===== config.mk =====
export PLATFORM = sky130hd
export DESIGN_NAME = lom_cell
export DESIGN_NICKNAME = d
export VERILOG_FILES = /design/src/sv/lom_pkg.sv /design/src/sv/lom_cell.sv
export SDC_FILE = /design/constraint.sdc
export NUM_CORES = 1
export LEC_CHECK = 0
export BUFFER_PORTS_ARGS = -buffer_cell sky130_fd_sc_hd__buf_2
export CORE_AREA = 2 2 232 234
export DETAILED_ROUTE_END_ITERATION = 6
export DIE_AREA = 0 0 234 236
export MAX_ROUTING_LAYER = met4
export SETUP_SLACK_MARGIN = 0.5
export SYNTH_ARGS = -nofsm -noshare
export SYNTH_HDL_FRONTEND = slang
export SYNTH_SLANG_ARGS = --single-unit
export TNS_END_PERCENT = 10

===== constraint.sdc =====
create_clock -name clk -period 7.4 [get_ports clk]
set_clock_uncertainty 0.1 [all_clocks]
set_input_delay 1.48 -clock clk [delete_from_list [all_inputs] [get_ports clk]]
set_output_delay 1.48 -clock clk [all_outputs]
set_load 0.005 [all_outputs]

===== src/sv/lom_pkg.sv =====
// Package for the limit order matcher: sizes, status codes and the structs
// that pass between the book cells and the controller. No dependencies.
package lom_pkg;

  localparam int BOOK_SLOTS = 32;
  localparam int IDX_W      = $clog2(BOOK_SLOTS);
  localparam int CNT_W      = $clog2(BOOK_SLOTS + 1);

  localparam logic [1:0] STAT_TRADE   = 2'd0;
  localparam logic [1:0] STAT_DONE    = 2'd1;
  localparam logic [1:0] STAT_RESTED  = 2'd2;
  localparam logic [1:0] STAT_DROPPED = 2'd3;

  // Running result of one scan along the chain of cells.
  typedef struct packed {
    logic             match_found;
    logic [IDX_W-1:0] match_idx;
    logic [31:0]      match_price;
    logic [31:0]      match_age;
    logic [31:0]      match_owner;
    logic [31:0]      match_rem;
    logic             bid_found;
    logic [31:0]      bid_price;
    logic             ask_found;
    logic [31:0]      ask_price;
    logic             free_found;
    logic [IDX_W-1:0] free_idx;
  } search_t;

  // Write command broadcast to the cells.
  typedef struct packed {
    logic             en;
    logic             rest;
    logic [IDX_W-1:0] idx;
    logic             is_sell;
    logic [31:0]      owner;
    logic [31:0]      price;
    logic [31:0]      remaining;
    logic [31:0]      arrival;
  } wr_t;

endpackage


===== src/sv/lom_cell.sv =====
// One book slot: holds a resting order and folds it into the scan word
// that passes from its left neighbor to its right. Depends on lom_pkg.
module lom_cell
  import lom_pkg::*;
(
  input  logic             clk,
  input  logic             rst_n,
  input  logic [IDX_W-1:0] cell_idx,
  input  logic             match_side,
  input  logic [31:0]      arr_now,
  input  wr_t              wr,
  input  search_t          srch_in,
  output search_t          srch_out
);

  logic        used_r;
  logic        is_sell_r;
  logic [31:0] owner_r;
  logic [31:0] price_r;
  logic [31:0] rem_r;
  logic [31:0] arrival_r;
  search_t     srch_r;
  search_t     srch_nxt;
  logic [31:0] age;
  logic        cand;
  logic        better;
  logic        hit;

  assign hit = wr.en && (wr.idx == cell_idx);

  // Slot storage: a rest writes the whole order, a fill updates the quantity.
  always_ff @(posedge clk) begin
    if (!rst_n) begin
      used_r <= 1'b0;
    end else if (hit) begin
      used_r <= wr.rest || (wr.remaining != 32'd0);
    end
    if (hit) begin
      rem_r <= wr.remaining;
      if (wr.rest) begin
        is_sell_r <= wr.is_sell;
        owner_r   <= wr.owner;
        price_r   <= wr.price;
        arrival_r <= wr.arrival;
      end
    end
  end

  // Compare this slot with the best seen so far on the left.
  always_comb begin
    age    = arr_now - arrival_r;
    cand   = used_r && (is_sell_r == match_side);
    better = !srch_in.match_found ||
             (match_side ? (price_r < srch_in.match_price) : (price_r > srch_in.match_price)) ||
             ((price_r == srch_in.match_price) && (age > srch_in.match_age));
    srch_nxt = srch_in;
    if (cand && better) begin
      srch_nxt.match_found = 1'b1;
      srch_nxt.match_idx   = cell_idx;
      srch_nxt.match_price = price_r;
      srch_nxt.match_age   = age;
      srch_nxt.match_owner = owner_r;
      srch_nxt.match_rem   = rem_r;
    end
    if (used_r && !is_sell_r && (!srch_in.bid_found || (price_r > srch_in.bid_price))) begin
      srch_nxt.bid_found = 1'b1;
      srch_nxt.bid_price = price_r;
    end
    if (used_r && is_sell_r && (!srch_in.ask_found || (price_r < srch_in.ask_price))) begin
      srch_nxt.ask_found = 1'b1;
      srch_nxt.ask_price = price_r;
    end
    if (!used_r && !srch_in.free_found) begin
      srch_nxt.free_found = 1'b1;
      srch_nxt.free_idx   = cell_idx;
    end
  end

  always_ff @(posedge clk) begin
    srch_r <= srch_nxt;
  end

  assign srch_out = srch_r;

endmodule


==> results of run 1 <==
worst paths after layout:
path	to	cells past startpoint	startpoint
max	srch_out[78]	22	arr_now[0]
min	srch_out[109]	1	owner_r[5]
max reg2reg	srch_out[78]	20	arrival_r[0]
min reg2reg	srch_out[109]	1	owner_r[5]
metal layers:
metal  GRT usage  routed length [um]  vias up
met4      0.0595                1400        0
met1       0.231               22700     6653
met3      0.0481                4040       81
met5           -                   0        -
met2       0.359               28400      538
li1            -                   -     6696
metrics by stage:
step | std cells | power, W
final | 2832 | 0.00461
after global routing | 2832 | 0.00479
after CTS | 2815 | 0.00466
after detailed placement | 2745 | 0.00266
after global placement | 2745 | 0.00265
after floorplan | 1505 | 0.00236
timing repair:
item	4_1_cts	5_1_grt
gates resized for setup	0	1
hold endpoints to repair	0	0
endpoints found under the setup margin	0	28
hold buffers	0	0
synth_stat cells (11+ instances only):
master,instances
a21o_1,42
a21oi_1,65
buf_2,15
clkbuf_1,39
dfxtp_1,207
edfxtp_1,129
ha_1,158
inv_1,168
mux2_1,57
mux2_2,113
nand2_1,69
nand3_1,117
nand4_1,27
nor2_1,32
nor2b_1,11
nor3_1,13
nor4_1,12
o211ai_1,39
o21ai_0,28
o311a_1,32
xnor2_1,19
xor2_1,13
cells by family after synthesis:
family / Yosys count / share of synthesized area
buf+inv: 224 / 0.0518
simple gates: 315 / 0.0952
xor+xnor: 32 / 0.0169
fa+ha+maj: 159 / 0.120
compound gates: 267 / 0.115
mux: 172 / 0.117
flops: 336 / 0.484
state kept, by name, summed over array words and instances, names as in the netlist:
signal,flops
price_r,32
srch_out,206
rem_r,32
used_r,1
is_sell_r,1
arrival_r,32
owner_r,32
worst max-delay path: stages:
cell and delay, ns:
buf_2 0.10, inv_1 0.05, ha_1 0.16, inv_1 0.06, fa_1 0.39, a21o_1 0.19
a221o_2 0.40, a2111oi_2 0.53, or3_4 0.26, a2111oi_4 0.07, mux2i_1 0.13, or4_4 0.54
ha_1 0.30, nand3_1 0.13, nor4_1 0.43, a31o_1 0.20, a22o_1 0.14, a21bo_1 0.23
a21oi_4 0.18, buf_12 0.22, buf_12 0.25, mux2_2 0.37
power breakdown:
group	total [W]	leakage (nW)	switching (W)	internal, W
combinational	0.000593	6.56	0.000311	0.000282
sequential	0.00203	2.91	0.0000286	0.00200
clock	0.00199	0.643	0.000833	0.00115
placed cells by master (no fill, tap or decap), types with 41 or more instances in the layout:
cell / n
nand3_1: 117
clkbuf_16: 41
inv_1: 168
nand2_1: 69
a21o_1: 41
edfxtp_1: 129
buf_2: 587
mux2_2: 113
mux2_1: 57
dfxtp_1: 207
ha_1: 158
a21oi_1: 63
layout make-up:
type                    count  area, sq um
clock buffers              54         1120
multi-input cells         945         7760
flip-flops and latches    336         8020
clock inverters            16          209
diodes                     17         42.5
fillers                  5172        31300
inverters                 168          631
repair buffers            600         3060
well taps                 696          871
==> metrics.md, run 1 <==
| Metric | Value |
|---|---|
| Net count, final | between 2,000 and 3,000 |
| Post-route design area | about 22,000 sq um |
| Initial antenna violation count | 19 |
| Vias | 14,000 |
| Clock Sinks | approximately 340 |
| FF+latch count, synth | 336 |
| Post-synth cell types | 63 |
| Synth Flop Type | dfxtp_1 |
| Gate Count Post-Synth | between 1,500 and 2,000 |
| Layout cell share with drive strength beyond 1 | 0.373 |
| Critical Path End Type | register |
| RSZ-0062 raised after global routing | true |
| Final Cycle Share | 0.882 |
| DRC | 0 |
| Area grow syn2layout | 31.0% |
| Hold_ws | 0.370 ns |
| Drt pass-1 iters | 5 |
| Starting DRT DRC Count | 739 |
| Site Rows | between 80 and 90 |
| Final antenna-violating net count | 0 |
| Async set-reset flop share out of synthesis | 0 |
| Gpl congestion | 0.881 |
| Gr usage total | 0.205 |
| Tmin final | ~6.5 ns |
| Vias in the first global route | roughly 15,000 |
| Slew headroom | 0.187 |
| H-tree depth | 2 |
| Drt via density | about 4.9 |
| Register area share after synthesis | 0.484 |
| R2R setup slack | approximately 1.6 ns |
| HPWL after DPL | ~45,000 um |
| Max Slew Vio Count | 0 |
| Routed wire per std cell | around 20 um |
| Total CTS buffers | 39 |
| CTS tree | done |
| F_max | between 150 and 200 MHz |
| Syn_area_per_cell | ~11 sq um |
| Post-Syn Area | between 15,000 and 20,000 sq um |
| Crit start category | input pin |
| Syn nets | between 2,000 and 2,500 |
| Worst EP required | between 7 and 8 ns |
| Worst-path clk slew | roughly 0.06 ns |
| PortBufs | between 500 and 600 |
| Worst IR drop on VDD | roughly 0.18 mV |
| Core area | 53,100 sq um |
| Starting Density | 0.312 |
| Routed WL | about 56,000 um |
| Setup slack after layout | 0.873 ns |
| PD cells | about 210 nW/um^2 |
| Post-Route Utilization | 0.409 |
| Max-Cap Viols | 0 |
| First-pass GRT wire length | approximately 84,000 um |
| Post-synth EDFFs | ~130 |
| Top-area cell type share of the netlist area | 0.250 |
| Clock Root Buffer | clkbuf_16 |
| Sum Neg Setup Slack | 0 ns |
| I/O pin count | 588 |
| Die area | around 55,000 sq um |
| Clock Path Buffers | 3 |
| Post-DP Area | roughly 20,000 sq um |
| Critical path fanouts, max | 38 |
| Grt ovf | 0 |
| Hold Crit Class | reg2reg |
| Largest cells by area after synthesis | dfxtp_1, edfxtp_1, ha_1 |
| Chip height | ~240 um |
| Area leader, netlist | dfxtp_1 |
| Post-CTS Setup Bufs | 0 |
| Largest net degree at the start of global routing | 73 |
| LEAKAGE | slightly above 10 nW |
| Worst Path Arrival | ~6.9 ns |
| Width of the die | ~230 um |
| WS Path Type | in2reg |
| Final hold violations | 0 |
| Final Setup Violations | 0 |
| Yosys Warn Count | 0 |
| Pre-CTS setup slack | 0.267 ns |
| Worst-margin pin slew | about 1.2 ns |
| Status | finished clean |
| Worst-Skew Late Latency | 0.58 ns |
No activity file was read; power rests on OpenSTA's default activity.
==> inputs of run 2 (changes only) <==
- clock period: 7.4 -> 7.35 ns (I/O delays scaled with it)
==> metrics.md, run 2 (synthesized netlist as in run 1, its figures left out) <==
| Metric | Value |
|---|---|
| Tmin final | 6.58 ns |
| CTS tree | done |
| Post-CTS Setup Bufs | 0 |
| Largest net degree at the start of global routing | 65 |
| Clock Sinks | approximately 340 |
| Commonest non-fill, non-tap cell in the layout | buf_2 |
| F_max | between 150 and 200 MHz |
| Sum Neg Setup Slack | 0 ns |
| Grt ovf | 0 |
| DRC | 0 |
| Cell chain of the critical path | buf_2 -> inv_1 -> ha_1 -> inv_1 -> fa_1 -> a21o_1 -> a221o_2 -> a2111oi_2 -> or3_4 -> a2111oi_4 -> mux2i_1 -> or4_4 -> ha_1 -> nand3_1 -> nor4_1 -> a31o_1 -> a22o_1 -> a21bo_1 -> a21oi_4 -> buf_12 -> buf_4 -> mux2_2 |
| Setup slack after layout | slightly below 0.8 ns |
| Hold Buf Count CTS | 0 |
| HPWL after DPL | about 45,000 um |
| M1 WL | between 20,000 and 25,000 um |
| Vias in the first global route | roughly 14,000 |
| Gates resized, CTS repair | 0 |
| FF-to-FF End | srch_out[106] |
| Vias | between 10,000 and 15,000 |
| Site Rows | between 80 and 90 |
| Die area | 55,200 sq um |
| Core area | 53,100 sq um |
| H-tree depth | 2 |
| Hold Crit Class | reg2reg |
| R2R setup slack | 1.50 ns |
| Starting DRT DRC Count | about 760 |
| Post-DP Area | just over 20,000 sq um |
| Drt via density | about 5 |
| Worst-path clk slew | roughly 0.070 ns |
| Clock Path Buffers | 3 |
| LEAKAGE | 10.1 nW |
| PD cells | around 210 nW/um^2 |
| Filler cell count | 5,192 |
| Post-route design area | about 22,000 sq um |
| Uppermost layer routed | met4 |
| Starting Density | 0.312 |
| Drt pass-1 iters | 5 |
| Initial antenna violation count | 10 |
| Max Slew Vio Count | 0 |
| Critical path fanouts, max | 25 |
| Layout cell share with drive strength beyond 1 | 0.374 |
| CP Capture Point | srch_out[106] |
| Final antenna-violating net count | 0 |
| Wire length on met3 | approximately 3800 um |
| Worst-margin pin slew | 1.04 ns |
| Max-Cap Viols | 0 |
| Area taken by multi-input logic gates | roughly 7800 sq um |
| Pre-CTS setup slack | around 0.22 ns |
| Worst EP required | slightly below 8 ns |
| Most frequent cells in the layout | buf_2, dfxtp_1, inv_1, ha_1, edfxtp_1 |
| R2r startpoint | arrival_r[0] |
| Routed WL | 56,500 um |
| Total CTS buffers | 39 |
| Slew headroom | 0.305 |
| Final hold violations | 0 |
| Routed wire per std cell | 20.0 um |
| Gpl congestion | 0.901 |
| Chip height | about 240 um |
| I/O pin count | slightly below 600 |
| Met2 WL | 28,200 um |
| WS Path Type | in2reg |
| Sequential cell area | 8020 sq um |
| Final Cycle Share | 0.895 |
| Crit start category | input pin |
| Area grow syn2layout | 30.3% |
| Hold_ws | roughly 0.37 ns |
| RSZ-0062 raised after global routing | false |
| Width of the die | between 200 and 250 um |
| Gr usage total | 0.203 |
| First-pass GRT wire length | ~83,000 um |
| Worst-Skew Late Latency | about 0.57 ns |
| Critical Path End Type | register |
| Reg2Reg Depth | 20 |
| Worst IR drop on VDD | ~0.19 mV |
| Final Setup Violations | 0 |
| Worst Path Arrival | around 6.9 ns |
| PortBufs | about 590 |
| Crit. Startpoint | arr_now[0] |
| PnR Total Power | approximately 0.0045 W |
| Largest stage delay, worst path | ~0.56 ns |
| Status | finished clean |
| Net count, final | approximately 2,600 |
| Clock Root Buffer | clkbuf_16 |
| Largest register FFs | a little over 200 |
| Cell at the slowest stage of the critical path | a2111oi_2 |
-- run 2: changes by cell type in the layout (fill, tap and decap cells not counted) --
cell | before | now
clkbuf_1 | 8 | 7
clkinv_1 | 2 | 5
buf_4 | 10 | 13
buf_6 | 1 | 0
inv_6 | 1 | 3
bufinv_16 | 2 | 0
diode_2 | 17 | 11
clkbuf_16 | 41 | 40
clkbuf_8 | 5 | 0
clkinv_4 | 2 | 0
clkinv_2 | 4 | 12
-- run 2: per-layer routing --
layer | GRT usage | up-vias
met3 | 0.0467 | 92
met5 | - | -
li1 | - | 6680
met1 | 0.235 | 6587
met2 | 0.348 | 546
met4 | 0.0619 | 0
-- run 2: through the flow --
step,cells,util
2_1_floorplan,1505,-
3_3_place_gp,2747,0.384
3_5_place_dp,2747,0.384
4_1_cts,2819,0.407
5_1_grt,2829,0.407
6_report,2830,0.407
-- run 2: worst min-delay path by stage --
stage	from	end	slack [ns]	cells past startpoint
finish	owner_r[6]	srch_out[110]	0.37	1
CTS	owner_r[6]	srch_out[110]	0.37	1
global route	owner_r[23]	srch_out[127]	0.39	1
global placement	owner_r[4]	srch_out[108]	0.35	1
floorplan	used_r	srch_out[5]	0.32	1
detailed placement	owner_r[12]	srch_out[116]	0.36	1
-- run 2: critical path: cells and delay by family --
family | cells | cell delay (ns)
buf+inv | 5 | 0.74
simple gates | 4 | 1.36
mux | 2 | 0.51
fa+ha+maj | 3 | 0.85
compound gates | 8 | 1.96
-- run 2: power by group --
group / switching (W) / total, W / internal (W)
combinational: 0.000314 / 0.000599 / 0.000285
sequential: 0.0000287 / 0.00204 / 0.00201
clock: 0.000832 / 0.00185 / 0.00102
-- run 2: area by class of cell --
class / instances / area share
Sequential cell: 336 / 0.371
Tap cell: 696 / 0.0403
Clock inverter: 25 / 0.00926
Multi-Input combinational cell: 945 / 0.359
Timing Repair Buffer: 602 / 0.142
Clock buffer: 47 / 0.0475
Inverter: 168 / 0.0292
Antenna cell: 11 / 0.00127
